===== config.mk =====
export PLATFORM = sky130hd
export DESIGN_NAME = sample_log_majority_check_top_flat
export DESIGN_NICKNAME = d
export VERILOG_FILES = /design/src/rtl/core/slmc_pkg.sv /design/src/rtl/core/slmc_in_if.sv /design/src/rtl/core/slmc_out_if.sv /design/src/rtl/core/slmc_ram.sv /design/src/rtl/core/slmc_vote.sv /design/src/rtl/core/sample_log_majority_check_top.sv /design/src/flat_wrapper.sv
export SDC_FILE = /design/constraint.sdc
export NUM_CORES = 1
export LEC_CHECK = 0
export ABC_AREA = 1
export BUFFER_PORTS_ARGS = -buffer_cell sky130_fd_sc_hd__buf_2
export CAP_MARGIN = 0
export CORE_MARGIN = 2
export CORE_UTILIZATION = 40
export DETAILED_ROUTE_END_ITERATION = 16
export PLACE_DENSITY = 0.63
export SYNTH_ARGS = -nofsm -noshare
export SYNTH_HDL_FRONTEND = slang
export SYNTH_HIERARCHICAL = 1
export SYNTH_SLANG_ARGS = --single-unit

===== constraint.sdc =====
create_clock -name clk -period 7.6 [get_ports clk]
set_clock_uncertainty 0.1 [all_clocks]
set_input_delay 1.14 -clock clk [delete_from_list [all_inputs] [get_ports clk]]
set_output_delay 1.14 -clock clk [all_outputs]
set_load 0.02 [all_outputs]

===== src/rtl/core/slmc_pkg.sv =====
package slmc_pkg;

	localparam int DATA_W  = 32;
	localparam int COUNT_W = 6;
	localparam int CHECK_W = 8;

	typedef enum logic {
		OP_APPEND = 1'b0,
		OP_CLEAR  = 1'b1
	} op_t;

	// Controls for the shared bit-vote accumulator.
	typedef struct packed {
		logic clr;
		logic acc;
	} vote_ctrl_t;

endpackage


===== src/rtl/core/slmc_in_if.sv =====
interface slmc_in_if;
	logic                         valid;
	logic                         ready;
	logic                         op;
	logic [slmc_pkg::DATA_W-1:0]  sample_word;

	modport source (output valid, output op, output sample_word, input ready);
	modport sink   (input valid, input op, input sample_word, output ready);
endinterface


===== src/rtl/core/slmc_out_if.sv =====
interface slmc_out_if;
	logic                         valid;
	logic                         ready;
	logic [slmc_pkg::COUNT_W-1:0] entry_count;
	logic [slmc_pkg::CHECK_W-1:0] check_word;

	modport source (output valid, output entry_count, output check_word, input ready);
	modport sink   (input valid, input entry_count, input check_word, output ready);
endinterface


===== src/rtl/core/slmc_ram.sv =====
module slmc_ram #(
	parameter int WIDTH = 8,
	parameter int DEPTH = 32
) (
	input  logic                     clk,
	input  logic                     we,
	input  logic [$clog2(DEPTH)-1:0] waddr,
	input  logic [WIDTH-1:0]         wdata,
	input  logic [$clog2(DEPTH)-1:0] raddr,
	output logic [WIDTH-1:0]         rdata
);

	logic [WIDTH-1:0] mem [DEPTH];

	always_ff @(posedge clk) begin
		if (we) begin
			mem[waddr] <= wdata;
		end
		rdata <= mem[raddr];
	end

endmodule


===== src/rtl/core/slmc_vote.sv =====
module slmc_vote #(
	parameter int LOG_DEPTH  = 32,
	parameter int CHECK_BITS = 8
) (
	input  logic                             clk,
	input  logic                             arst_n,
	input  slmc_pkg::vote_ctrl_t             ctrl,
	input  logic [CHECK_BITS-1:0]            bits,
	input  logic [$clog2(LOG_DEPTH+1)-1:0]   fill,
	output logic [CHECK_BITS-1:0]            check
);

	import slmc_pkg::*;

	localparam int CNT_W = $clog2(LOG_DEPTH + 1);
	// One counter per bit lane; with the count bit added it reaches LOG_DEPTH + 1.
	localparam int VW    = $clog2(LOG_DEPTH + 2);

	logic [VW-1:0]         acc_q [CHECK_BITS];
	logic [CHECK_BITS-1:0] cnt_bit;

	for (genvar j = 0; j < CHECK_BITS; j++) begin : g_lane
		logic [VW-1:0] ones;

		if (j < CNT_W) begin : g_cnt
			assign cnt_bit[j] = fill[j];
		end else begin : g_zero
			assign cnt_bit[j] = 1'b0;
		end

		always_ff @(posedge clk or negedge arst_n) begin
			if (!arst_n) begin
				acc_q[j] <= '0;
			end else if (ctrl.clr) begin
				acc_q[j] <= '0;
			end else if (ctrl.acc) begin
				acc_q[j] <= acc_q[j] + VW'(bits[j]);
			end
		end

		// Ones win only when twice their number exceeds the number of voters.
		assign ones     = acc_q[j] + VW'(cnt_bit[j]);
		assign check[j] = {ones, 1'b0} > (VW + 1)'(LOG_DEPTH + 1);
	end

endmodule


===== src/rtl/core/sample_log_majority_check_top.sv =====
// Channel  Role    Payload                         Meaning
// sample   sink    op, sample_word                 append a word or clear the log
// result   source  entry_count, check_word         count and bit-vote after each request
//
// An append sweeps the log memory through its single read port, one entry a cycle, into
// the shared per-bit vote counters, then passes through the last and final states to the
// result register; a clear goes straight from acceptance to the final state.
// sample.ready is high only while the sequencer is idle. A finished result waits in its
// register while result.ready is low, and a following request is still accepted meanwhile.
// Reset empties the log through the fill count alone; the memory itself is not swept.
module sample_log_majority_check_top #(
	parameter int LOG_DEPTH  = 32,
	parameter int CHECK_BITS = 8
) (
	input  logic      clk,
	input  logic      arst_n,
	slmc_in_if.sink   sample,
	slmc_out_if.source result
);

	import slmc_pkg::*;

	localparam int AW    = $clog2(LOG_DEPTH);
	localparam int CNT_W = $clog2(LOG_DEPTH + 1);

	typedef enum logic [1:0] {
		S_IDLE,
		S_SCAN,
		S_LAST,
		S_FIN
	} state_t;

	state_t                state_q;
	logic [CNT_W-1:0]      count_q;
	logic [AW-1:0]         head_q;
	logic [AW-1:0]         idx_q;
	logic                  rd_pend_q;
	logic                  out_valid_q;
	logic [COUNT_W-1:0]    entry_count_q;
	logic [CHECK_W-1:0]    check_word_q;

	logic                  accept;
	logic                  full;
	logic                  wr_en;
	logic [AW-1:0]         wr_addr;
	logic [AW-1:0]         head_next;
	logic                  idx_last;
	logic [CHECK_BITS-1:0] rd_data;
	logic [CHECK_BITS-1:0] check_bits;
	vote_ctrl_t            vote_ctrl;

	assign sample.ready = (state_q == S_IDLE);
	assign accept       = sample.valid && sample.ready;
	assign full         = (count_q == CNT_W'(LOG_DEPTH));

	// While the log is not full the oldest entry sits in slot 0, so the valid entries are
	// always slots 0 to count - 1. Once full, the head marks the oldest slot to overwrite.
	assign wr_en     = accept && (sample.op == OP_APPEND);
	assign wr_addr   = full ? head_q : count_q[AW-1:0];
	assign head_next = (head_q == AW'(LOG_DEPTH - 1)) ? '0 : head_q + 1'b1;
	assign idx_last  = (CNT_W'(idx_q) + CNT_W'(1)) == count_q;

	assign vote_ctrl.clr = accept;
	assign vote_ctrl.acc = rd_pend_q;

	slmc_ram #(
		.WIDTH (CHECK_BITS),
		.DEPTH (LOG_DEPTH)
	) u_log (
		.clk   (clk),
		.we    (wr_en),
		.waddr (wr_addr),
		.wdata (sample.sample_word[CHECK_BITS-1:0]),
		.raddr (idx_q),
		.rdata (rd_data)
	);

	slmc_vote #(
		.LOG_DEPTH  (LOG_DEPTH),
		.CHECK_BITS (CHECK_BITS)
	) u_vote (
		.clk    (clk),
		.arst_n (arst_n),
		.ctrl   (vote_ctrl),
		.bits   (rd_data),
		.fill   (count_q),
		.check  (check_bits)
	);

	always_ff @(posedge clk or negedge arst_n) begin
		if (!arst_n) begin
			state_q       <= S_IDLE;
			count_q       <= '0;
			head_q        <= '0;
			idx_q         <= '0;
			rd_pend_q     <= 1'b0;
			out_valid_q   <= 1'b0;
			entry_count_q <= '0;
			check_word_q  <= '0;
		end else begin
			// In the final state a taken result is replaced by the new one below.
			if (result.ready && (state_q != S_FIN)) begin
				out_valid_q <= 1'b0;
			end
			case (state_q)
				S_IDLE: begin
					if (accept) begin
						idx_q <= '0;
						if (sample.op == OP_CLEAR) begin
							count_q <= '0;
							head_q  <= '0;
							state_q <= S_FIN;
						end else begin
							if (full) begin
								head_q <= head_next;
							end else begin
								count_q <= count_q + 1'b1;
							end
							state_q <= S_SCAN;
						end
					end
				end
				S_SCAN: begin
					rd_pend_q <= 1'b1;
					idx_q     <= idx_q + 1'b1;
					if (idx_last) begin
						state_q <= S_LAST;
					end
				end
				S_LAST: begin
					// The last read word is counted in this cycle.
					rd_pend_q <= 1'b0;
					state_q   <= S_FIN;
				end
				S_FIN: begin
					if (!out_valid_q || result.ready) begin
						out_valid_q   <= 1'b1;
						entry_count_q <= COUNT_W'(count_q);
						check_word_q  <= CHECK_W'(check_bits);
						state_q       <= S_IDLE;
					end
				end
				default: begin
					state_q <= S_IDLE;
				end
			endcase
		end
	end

	assign result.valid       = out_valid_q;
	assign result.entry_count = entry_count_q;
	assign result.check_word  = check_word_q;

endmodule


===== src/flat_wrapper.sv =====
// flat-port wrapper written by rule: the top's interface ports become plain ports
module sample_log_majority_check_top_flat import slmc_pkg::*;
#(
	parameter int LOG_DEPTH  = 32,
	parameter int CHECK_BITS = 8
)
  (clk, arst_n, sample_valid, sample_op, sample_sample_word, sample_ready, result_valid, result_entry_count, result_check_word, result_ready);
  slmc_in_if sample_i ();
  slmc_out_if result_i ();
  input  logic clk;
  input  logic arst_n;
  input wire logic [$bits(sample_i.valid)-1:0] sample_valid;
  input wire logic [$bits(sample_i.op)-1:0] sample_op;
  input wire logic [$bits(sample_i.sample_word)-1:0] sample_sample_word;
  output wire logic [$bits(sample_i.ready)-1:0] sample_ready;
  output wire logic [$bits(result_i.valid)-1:0] result_valid;
  output wire logic [$bits(result_i.entry_count)-1:0] result_entry_count;
  output wire logic [$bits(result_i.check_word)-1:0] result_check_word;
  input wire logic [$bits(result_i.ready)-1:0] result_ready;
  assign sample_i.valid = sample_valid;
  assign sample_i.op = sample_op;
  assign sample_i.sample_word = sample_sample_word;
  assign sample_ready = sample_i.ready;
  assign result_valid = result_i.valid;
  assign result_entry_count = result_i.entry_count;
  assign result_check_word = result_i.check_word;
  assign result_i.ready = result_ready;
  sample_log_majority_check_top #(.LOG_DEPTH(LOG_DEPTH), .CHECK_BITS(CHECK_BITS)) u_core (.clk(clk), .arst_n(arst_n), .sample(sample_i), .result(result_i));
endmodule

==> run_results.csv <==
group,metric,value,unit
power,p_per_area,330,mW/mm2
placement,numPortBuffers,28,
floorplanning,fp-row-count,72,
setup_path,timing.rr.end,"u_core/u_log/rdata[4]",
finish,final_nets,1652,
detailed_routing,drt_wl_total,34000,um
setup_path,cp-startpoint,"u_core/idx_q[0]",
timing,slew_headroom,40.5,%
placement,gp_congestion,0.795,
global_route,globalRouteOverflowTotal,0,
synth,syn_avg_cell_area,10.0,um2
detailed_routing,dr.pass1.iters,5,
clock_network,postCtsSetupRepairBufs,0,
timing,min_period,3600,ps
finish,final_cell_mix,"nand2_1 (528), nand3_1 (258), edfxtp_1 (256)",
setup_path,path_max_fanout,80,
run,maxCapViolations,0,
finish,synthToLayoutAreaGrowth,9.59,%
clock_network,path_clk_slew,60,ps
timing,tightestPinTransition,892,ps
setup_path,ff2ff_path_depth,10,
clock_network,clock-sinks,346,
finish,diodes,0,
clock_network,clk_latency,540,ps
global_route,grt_pass1_wl,54800,um
clock_network,cts.path.max_buffers,3,
clock_network,cts_inserted_buffers,37,
global_route,antenna_found_initial,0,
worst_hold_path,hold_class,"primary input to asynchronous set/reset pin",
global_route,grt_max_degree,81,
detailed_routing,final_antenna_net_count,0,
detailed_routing,drcViolationCount,0,
timing,setup_viol,0,
synth,synth_warnings,6,
global_route,grt_pass1_vias,10400,
timing,fin_crit_sh,47.3,%
floorplanning,coreArea,0.0388,mm2
timing,drv_slew,0,
synth,yosysTopAreaCell,"edfxtp_1",
synth,ys_seq_area_share,62.8,%
clock_network,cts_resized,0,
setup_path,critPathKind,"flip-flop to flip-flop",
timing,fin_tns_setup,0,ps
detailed_routing,vias,10700,
setup_path,start_kind,"flip-flop",
synth,yosys-top-cells-area,"edfxtp_1 (49%), dfrtp_1 (13%), nand2_1 (13%)",
timing,rsz0062_at_grt,"no",
placement,dp_hpwl,20400,um
synth,ys_types,37,
synth,ys_seq_elements,346,
power,ir_drop,0.163,mV
finish,mostFrequentLayoutCell,"nand2_1",
clock_network,cts_tree,"built",
clock_network,holdBufCountCts,0,
synth,synthesis.area,0.0158,mm2
detailed_routing,first_iter_violations,871,
setup_path,regToRegStartpoint,"u_core/idx_q[0]",
setup_path,critPathRequiredTime,7890,ps
timing,whs,362,ps
finish,drive_gt1_share,7.18,%
timing,max_freq,278,MHz
setup_path,cp-end-kind,"flip-flop",
floorplanning,start_util,40.6,%
setup_path,critPathCapture,"u_core/u_log/rdata[4]",
synth,synth_nets,1645,
global_route,track_usage,16.8,%
clock_network,cts_root_buffer,"clkbuf_16",
setup_path,rrSetupSlack,4000,ps
power,p_leak,7.10,nW
synth,synth_top_area_share,48.7,%
detailed_routing,wl_per_cell,16.1,um
synth,postSynthCellCount,1571,
detailed_routing,avgViaCountPerCell,5.06,
power,total_power,0.00570,W
floorplanning,io_pins,53,
floorplanning,die_y,203,um
status,outcome,"finished, final reports clean",
floorplanning,dieArea,0.0410,mm2
setup_path,cp_data_arrival_time,3890,ps
floorplanning,die_x,203,um
timing,hold_violations,0,
clock_network,h-tree-depth,2,
-- critical path, stage by stage, from the launching register on --
cell and delay [ps]:
dfrtp_4 910, clkinv_2 840, buf_4 650, nand2_1 170
nand3_1 110, nand3_1 150, nand2_1 70, nand2_1 80
nand2_1 120, nand2_1 70, nand2_1 120
-- area by class of cell --
cell class	instances	area, um2
clock buffer	54	1050
multi-input combinational	1065	5020
timing repair buffer	38	218
fill	3628	21500
clock inverter	9	103
inverter	90	339
sequential	346	9900
tap	518	648
-- per-stage QoR --
step                      cells  utilization (%)  instance area, um2  setup WS [ps]
after floorplan            1571                -               15800           4870
after global placement     2057             41.5               16100           3960
after detailed placement   2057             41.5               16100           3910
after CTS                  2120             44.5               17300           4010
after global routing       2120             44.5               17300           3720
final                      2120             44.5               17300           4000
-- sequential cells by signal, indices dropped and copies added, names as in the netlist --
signal / count
u_core/u_log/mem: 256
u_core/idx_q: 5
u_core/result.entry_count: 6
u_core/result.check_word: 8
u_core/u_log/rdata: 8
u_core/rd_pend_q: 1
u_core/head_q: 5
u_core/count_q: 6
u_core/result.valid: 1
u_core/u_vote/acc_q: 48
u_core/state_q: 2
-- report_power, final --
group	switching, W	leakage, nW	internal [W]
combinational	0.00112	3.06	0.000490
sequential	0.000191	3.48	0.00217
clock	0.000720	0.560	0.00100
total	0.00203	7.10	0.00366
-- cells in the mapped netlist, drive strengths merged --
cell,n
dfrtp,82
a21oi,19
nor3,6
o31ai,2
o211ai,2
mux2,8
edfxtp,256
or2,1
inv,90
nand2,531
nor2,116
clkbuf,13
o21a,1
ha,37
nor3b,2
xor2,9
xnor2,6
o21ai,36
buf,57
o22ai,4
a31oi,6
nand4,19
nand3,260
dfxtp,8
-- worst min path at each step --
stage / start / to / cells after the start
4_1_cts: arst_n / u_core/result.check_word[1] / 1
5_1_grt: arst_n / u_core/result.check_word[1] / 1
6_report: arst_n / u_core/result.check_word[1] / 1
3_3_place_gp: u_core/result.entry_count[2] / u_core/result.entry_count[2] / 2
3_5_place_dp: u_core/result.entry_count[2] / u_core/result.entry_count[2] / 2
2_1_floorplan: u_core/u_vote/acc_q[0] / u_core/u_vote/acc_q[0] / 2
-- logic make-up (layout without fill, tap and decap cells) --
| kind of cell | count (synthesis) | after routing | synth area share [%] |
|---|---|---|---|
| AND/OR/NAND/NOR | 935 | 935 | 25.0 |
| XOR/XNOR | 15 | 15 | 0.833 |
| adder cells (fa/ha/maj) | 37 | 37 | 2.94 |
| flip-flops | 346 | 346 | 62.8 |
| multiplexers | 8 | 8 | 0.571 |
| AO/OA/AOI/OAI | 70 | 70 | 2.52 |
| buffers and inverters | 160 | 191 | 5.40 |
-- layer usage --
layer	GRT usage, %	wire length (um)	vias up
met5	0	0	-
met4	5.14	908	0
met3	2.50	1540	62
met2	28.6	16500	242
met1	22.3	15100	5115
li1	-	-	5316
Note: power is estimated with default switching activity, not from simulation.
